===== src/rtl/dmm_pkg.sv =====
// Shared types, constants and reset values for the double matrix multiply core.
package dmm_pkg;

  // Default array limits handed to the top level
  localparam int DEF_MAX_ROWS  = 8;
  localparam int DEF_MAX_INNER = 8;

  // Largest column count of the product
  localparam int COL_LIMIT = 4096;

  // Configuration port
  localparam int CFG_ADDR_W = 4;
  localparam int CFG_DATA_W = 32;

  // Register indexes
  localparam logic [1:0] REG_ROWS_M  = 2'd0;
  localparam logic [1:0] REG_INNER_K = 2'd1;
  localparam logic [1:0] REG_COLS_N  = 2'd2;

  // Register reset values
  localparam logic [3:0]  RST_ROWS_M  = 4'd8;
  localparam logic [3:0]  RST_INNER_K = 4'd8;
  localparam logic [12:0] RST_COLS_N  = 13'd8;

  // IEEE double constants
  localparam logic [63:0] POS_ZERO  = 64'h0000_0000_0000_0000;
  localparam logic [63:0] CANON_NAN = 64'h7FF8_0000_0000_0000;

  // Multiply-add sequencer states
  typedef enum logic [2:0] {
    MAC_IDLE,
    MAC_MUL,
    MAC_ALIGN,
    MAC_SUM,
    MAC_NORM,
    MAC_DENORM,
    MAC_ROUND
  } mac_state_t;

  // Top-level control states
  typedef enum logic [2:0] {
    CTL_IDLE,
    CTL_READ,
    CTL_START,
    CTL_WAIT,
    CTL_EMIT
  } ctl_state_t;

  // Control shared by every accumulator cell of the chain
  typedef struct packed {
    logic        clear;
    logic        shift;
    logic [63:0] tail_value;
  } cell_ctrl_t;

endpackage


===== src/rtl/dmm_cell.sv =====
// One accumulator cell of the rotating column-sum chain.
module dmm_cell import dmm_pkg::*; (
  input  logic        clk,
  input  logic        rst,
  input  cell_ctrl_t  ctrl,
  input  logic        tail,
  input  logic [63:0] from_next,
  output logic [63:0] value
);

  // Take the neighbor's sum on a shift; the tail cell takes the new value
  always_ff @(posedge clk) begin
    if (rst || ctrl.clear) begin
      value <= POS_ZERO;
    end else if (ctrl.shift) begin
      value <= tail ? ctrl.tail_value : from_next;
    end
  end

endmodule


===== config.mk =====
export PLATFORM = sky130hd
export DESIGN_NAME = dmm_cell
export DESIGN_NICKNAME = d
export VERILOG_FILES = /design/src/rtl/dmm_pkg.sv /design/src/rtl/dmm_cell.sv
export SDC_FILE = /design/constraint.sdc
export NUM_CORES = 1
export LEC_CHECK = 0
export BUFFER_PORTS_ARGS = -buffer_cell sky130_fd_sc_hd__buf_2
export CAP_MARGIN = 20
export CORE_AREA = 2 2 75 95
export CTS_CLUSTER_DIAMETER = 40
export DETAILED_ROUTE_END_ITERATION = 10
export DIE_AREA = 0 0 77 97
export PLACE_DENSITY = 0.84
export SYNTH_ARGS = -nofsm -noshare
export SYNTH_HDL_FRONTEND = slang
export SYNTH_SLANG_ARGS = --single-unit

===== constraint.sdc =====
create_clock -name clk -period 1.9 [get_ports clk]
set_input_delay 0.38 -clock clk [delete_from_list [all_inputs] [get_ports clk]]
set_output_delay 0.38 -clock clk [all_outputs]
set_load 0.01 [all_outputs]

==> results of run 1 <==
-- routing by layer --
| metal | track usage | routed length (um) |
|---|---|---|
| met1 | 0.194 | 2760 |
| met2 | 0.341 | 3540 |
| met3 | 0.0672 | 584 |
| met4 | 0.0687 | 146 |
| met5 | 0 | 0 |
-- area by class of cell --
type,instances,area share
multi-input combinational,193,0.339
sequential,64,0.318
timing repair buffer,200,0.261
clock buffer,11,0.0351
tap,87,0.0270
clock inverter,5,0.0199
-- cell usage in the layout, fill, tap and decap left out, types with 2 or more instances in the layout --
| cell type | count |
|---|---|
| sky130_fd_sc_hd__buf_12 | 3 |
| sky130_fd_sc_hd__buf_4 | 3 |
| sky130_fd_sc_hd__bufinv_16 | 2 |
| sky130_fd_sc_hd__buf_2 | 194 |
| sky130_fd_sc_hd__a211oi_1 | 64 |
| sky130_fd_sc_hd__clkbuf_8 | 10 |
| sky130_fd_sc_hd__clkinvlp_4 | 2 |
| sky130_fd_sc_hd__dfxtp_1 | 64 |
| sky130_fd_sc_hd__mux2i_1 | 64 |
| sky130_fd_sc_hd__nor2_1 | 64 |
-- power by group --
group | internal [uW] | leakage (uW) | switching [uW]
Clock | 773 | 0.000106 | 503
Combinational | 255 | 0.00145 | 249
Sequential | 1400 | 0.000524 | 28.7
-- logic make-up (layout without fill, tap and decap cells) --
family,count (synthesis),count (layout),share of synthesized area
mux,64,64,0.225
flops,64,64,0.450
simple gates,65,65,0.0866
compound gates,64,64,0.169
buf+inv,28,216,0.0699
-- worst min-delay path by stage --
stage | startpoint | end | cells past startpoint
final | from_next[22] | value[22] | 3
after global placement | value[24] | value[24] | 2
after floorplan | value[60] | value[60] | 2
after global routing | ctrl[52] | value[52] | 3
after detailed placement | value[6] | value[6] | 2
after CTS | from_next[46] | value[46] | 3
-- metrics by stage --
step	cells	worst slack, ps	instance area [um2]
2_1_floorplan	285	779	2850
3_3_place_gp	544	472	3810
3_5_place_dp	544	428	3810
4_1_cts	560	688	4030
5_1_grt	560	650	4030
6_report	560	699	4030
==> out/metrics.json, run 1 <==
{
  "status": "finished, final reports clean",
  "timing.critical_path.to_type": "output pin",
  "drv.max_cap_violation_count": 0,
  "number_of_synthesized_register_bits": 64,
  "cts_resized": 0,
  "crit_family": "flip-flops",
  "placement.io_buffers": 196,
  "die_area_um2": 7470,
  "worstSkewPairLatency_ps": 320,
  "flow.area_growth_from_synthesis_pct": 41.6,
  "drt_iter0_markers": 81,
  "fin_hold_ws_ps": 385,
  "antenna_found_initial": 0,
  "flip_flop_count_of_the_largest_register_all_copies_and_words_added": 64,
  "rsz0062_at_grt": "no",
  "r2r_setup_slack_ps": 1160,
  "worst-path-stages": 1,
  "cts_sinks": 64,
  "finalWirelength_um": 7040,
  "num-fill-cells": 582,
  "netlist_area_um2": 2850,
  "sequential_cell_area_um2": 1280,
  "synth_nets": 418,
  "critical_path_buf_inv_count": 1,
  "yosysWarningCount": 0,
  "routedWlPerCell_um": 12.6,
  "worstPathMaxFanout": 2,
  "tightestPinTransition_ps": 624,
  "fmaxAchievable_mhz": 832,
  "ant_nets": 0,
  "fin_total_pwr_uw": 3210,
  "postCtsSetupBuffers": 0,
  "synth.top_cells.by_count": "64 x sky130_fd_sc_hd__a211oi_1, 64 x sky130_fd_sc_hd__dfxtp_1, 64 x sky130_fd_sc_hd__mux2i_1, 64 x sky130_fd_sc_hd__nor2_1, 15 x sky130_fd_sc_hd__buf_2",
  "clock_path_buffers": 2,
  "synthDominantCellAreaShare": 0.450,
  "layout-drive-gt1-share": 0.457,
  "ys_types": 10,
  "vias_in_the_first_global_route": 2610,
  "numCtsBuffers": 9,
  "path_cells": "buf_2",
  "critPathArrivalTime_ps": 820,
  "final_global_route_overflow_total": 0,
  "worst_path_class_setup": "register to output pin",
  "final.setup_skew_ps": 0,
  "drc": 0,
  "power_density_nw_per_um2": 796,
  "netlist.top_cell.by_area": "sky130_fd_sc_hd__dfxtp_1",
  "dieWidth_um": 77,
  "number_of_flops_mapped_to_enable_cells_by_yosys": 0,
  "start_util": 0.437,
  "hp-class": "input port to register",
  "cpPeakStageDelay_ps": 350,
  "p_leak_uw": 0.00208,
  "cts.reportedPaths.clkPinSlew_ps": 70,
  "r2r_start": "value[45]",
  "maxSlewViolCount": 0,
  "synth_cells": 285,
  "first_pass_grt_wire_length_um": 11400,
  "seq_area_frac_synth": 0.450,
  "rows": 33,
  "tritoncts": "built",
  "grt_start_max_net_pins": 129,
  "ff2ff_path_depth": 2,
  "cts_hold_buf": 0,
  "drt_first_pass_iters": 4,
  "finalWorstPathRequiredPeriod_ps": 1200,
  "reg2reg_capture_point": "value[45]",
  "synth_async_reset_ratio": 0,
  "startpoint_type": "register",
  "die_h_um": 97,
  "gp_congestion": 0.678,
  "setup.worst_path.end": "value[45]",
  "registers.top_by_ff_count": "value",
  "vias": 2739,
  "global_route.usage.total": 0.187,
  "fin_crit_sh": 0.632,
  "cp_slowest_cell": "sky130_fd_sc_hd__dfxtp_1",
  "relSlewSlack": 0.584,
  "setup_violations": 0,
  "cp.required_ps": 1520,
  "vdd_drop_max_mv": 0.502,
  "root_buffer": "sky130_fd_sc_hd__clkbuf_8",
  "diodes": 0,
  "synthFlopType": "sky130_fd_sc_hd__dfxtp_1",
  "boundary_pins": 197,
  "clock_tree.htree_level_count": 3,
  "synth.avg_cell_area_um2": 9.99,
  "num-nets-final": 601,
  "core_area_um2": 6520,
  "worstSetupStartpoint": "value[45]",
  "via_per_instance_ratio": 4.89,
  "multi_input_comb_area_um2": 1370,
  "layout_top_registers": "value x64",
  "core_util_final": 0.618,
  "hpwlAfterDp_um": 5080,
  "accumulated_negative_setup_slack_ps": 0,
  "synthTopCellsByArea": "sky130_fd_sc_hd__dfxtp_1 45%, sky130_fd_sc_hd__mux2i_1 22%, sky130_fd_sc_hd__a211oi_1 17%",
  "hold_viol": 0
}
(Power assumes the default switching activity.)
==> inputs of run 2 (changes only) <==
Settings changed: CORE_AREA 2 2 75 95 to 2 2 82 104, DIE_AREA 0 0 77 97 to 0 0 84 106, PLACE_DENSITY 0.84 to 0.74.
Clock period 1.9 ns to 1 ns, I/O delays scaled along.
==> run 2 against run 1 <==
Worst setup slack got worse by 680 ps. Sequential power grew 94%. Final area increased by 15%. Critical endpoint is now value[59]. Largest power group unchanged.
==> out/metrics.json, run 2 (same netlist as run 1, synthesis figures left out) <==
{
  "dieWidth_um": 84,
  "p_sw_frac": 0.242,
  "root_buffer": "sky130_fd_sc_hd__clkbuf_8",
  "global_route.usage.total": 0.158,
  "gp_congestion": 0.726,
  "cts_sinks": 64,
  "fmaxAchievable_mhz": 1020,
  "layout-drive-gt1-share": 0.608,
  "num-fill-cells": 706,
  "placement.io_buffers": 196,
  "power.share.combinational": 0.186,
  "cp_slowest_cell": "sky130_fd_sc_hd__dfxtp_2",
  "reg2reg_capture_point": "value[44]",
  "path_cells": "buf_6",
  "core_area_um2": 8010,
  "cpPeakStageDelay_ps": 350,
  "flow.area_growth_from_synthesis_pct": 63.1,
  "r2r_start": "value[44]",
  "final.setup_skew_ps": 0,
  "hp-class": "input port to register",
  "vias": 2840,
  "via_per_instance_ratio": 4.84,
  "multi_input_comb_area_um2": 1370,
  "vias_in_the_first_global_route": 2622,
  "use_met1": 0.175,
  "maxSlewViolCount": 0,
  "cp.required_ps": 800,
  "worstSkewPairLatency_ps": 320,
  "rows": 37,
  "detailed_place.area_um2": 3920,
  "timing.critical_path.to_type": "output pin",
  "die_h_um": 106,
  "ff2ff_path_depth": 3,
  "rsz0062_at_grt": "yes",
  "antenna_found_initial": 0,
  "start_util": 0.356,
  "power.internal_uw": 4670,
  "grt_start_max_net_pins": 67,
  "numCtsBuffers": 9,
  "sequential_fraction_of_design_power": 0.449,
  "p_leak_uw": 0.00227,
  "sequential_cell_area_um2": 1360,
  "drc": 0,
  "dpl.cell_count": 562,
  "diodes": 0,
  "worst-path-stages": 1,
  "postLayoutCellArea_um2": 4640,
  "first_pass_grt_wire_length_um": 11500,
  "registers.top_by_ff_count": "value",
  "layout.cells.non_filler": 587,
  "drv.max_cap_violation_count": 0,
  "hpwlAfterDp_um": 5360,
  "tightestPinTransition_ps": 257,
  "met2_usage": 0.285,
  "r2r_setup_slack_ps": 210,
  "final_common_cell": "sky130_fd_sc_hd__buf_2",
  "fin_hold_ws_ps": 201,
  "final_global_route_overflow_total": 0,
  "cts.reportedPaths.clkPinSlew_ps": 70,
  "finalWirelength_um": 7520,
  "critPathArrivalTime_ps": 780,
  "flip_flop_count_of_the_largest_register_all_copies_and_words_added": 64,
  "cts_hold_buf": 0,
  "die_area_um2": 8900,
  "hold_viol": 0,
  "boundary_pins": 197,
  "use_met3": 0.0365,
  "clock_tree.htree_level_count": 3,
  "final_cell_mix": "136 x sky130_fd_sc_hd__buf_2, 64 x sky130_fd_sc_hd__mux2i_1, 64 x sky130_fd_sc_hd__nor2_1, 64 x sky130_fd_sc_hd__a211oi_1, 64 x sky130_fd_sc_hd__dfxtp_2",
  "ant_nets": 0,
  "min-delay-start": "from_next[56]",
  "status": "finished, final reports clean",
  "fin_crit_sh": 0.979,
  "worstPathMaxFanout": 2,
  "layout_top_registers": "value x64",
  "p_clk_frac": 0.365,
  "worstSetupStartpoint": "value[59]",
  "worst_hold_path.num_cells": 3,
  "power.net_switching_uw": 1490,
  "vdd_drop_max_mv": 0.783,
  "drt_first_pass_iters": 4,
  "global_route.peak_usage_layer": "met2",
  "critical_path_buf_inv_count": 1,
  "startpoint_type": "register",
  "relSlewSlack": 0.828,
  "setup_violations": 0,
  "crit_family": "flip-flops",
  "clock_path_buffers": 2,
  "num-nets-final": 619,
  "tritoncts": "built",
  "worst_path_class_setup": "register to output pin",
  "finalWorstPathRequiredPeriod_ps": 979,
  "power_density_nw_per_um2": 1330,
  "drt_iter0_markers": 75,
  "routedWlPerCell_um": 12.8,
  "worstHoldEndpoint": "value[56]"
}
run 2: cell count changes in the layout (fill, tap and decap cells not counted):
cell	change
sky130_fd_sc_hd__dfxtp_2	+64
sky130_fd_sc_hd__buf_4	+15
sky130_fd_sc_hd__clkinv_2	+1
sky130_fd_sc_hd__clkbuf_8	+2
sky130_fd_sc_hd__dfxtp_1	-64
sky130_fd_sc_hd__bufinv_16	-1
sky130_fd_sc_hd__buf_2	-58
sky130_fd_sc_hd__clkinvlp_4	-2
sky130_fd_sc_hd__buf_12	+3
sky130_fd_sc_hd__buf_6	+58
sky130_fd_sc_hd__clkbuf_1	-1
run 2: worst max-delay path by stage:
stage	slack, ps	end
6_report	20	value[59]
5_1_grt	-10	value[56]
4_1_cts	0.6	value[24]
3_5_place_dp	-140	value[36]
3_3_place_gp	-110	value[60]
2_1_floorplan	60	value[0]
run 2: through the flow:
step                      total power (uW)   util  setup WS (ps)  TNS (ps)
final                                 6160  0.580           21.2         0
after global placement                3760  0.490           -110     -4300
after global routing                  6470  0.580          -14.0     -88.9
after detailed placement              3790  0.490           -145     -5880
after CTS                             6130  0.541          0.648         0
after floorplan                       3330      -           59.2         0
run 2: worst min-delay path, cell delays in order:
cell	delay, ps
sky130_fd_sc_hd__buf_2	90
sky130_fd_sc_hd__mux2i_1	110
sky130_fd_sc_hd__a211oi_1	80
run 2: routing by layer:
layer / vias up / part of all wire
met5: - / 0
met4: 0 / 0.026
met3: 18 / 0.064
met1: 1264 / 0.39
met2: 120 / 0.52
li1: 1438 / -
run 2: area by class of cell:
cell class,count,area share
Clock inverter,3,0.00862
Sequential cell,64,0.293
Timing Repair Buffer,218,0.342
Clock buffer,12,0.0356
Tap cell,97,0.0261
Multi-Input combinational cell,193,0.294
run 2: repair_timing:
action                                  4_1_cts  5_1_grt
pin swaps                                     0        0
buffers inserted                              0       10
endpoints found under the setup margin       57       55
resized for setup                            79       45
run 2: power by group through the flow:
stage	logic, uW	registers, uW	clock network, uW
after detailed placement	1010	2770	0
final	1140	2770	2250
after floorplan	496	2830	0
after global placement	987	2770	0
after CTS	1060	2750	2330
after global routing	1250	2780	2440
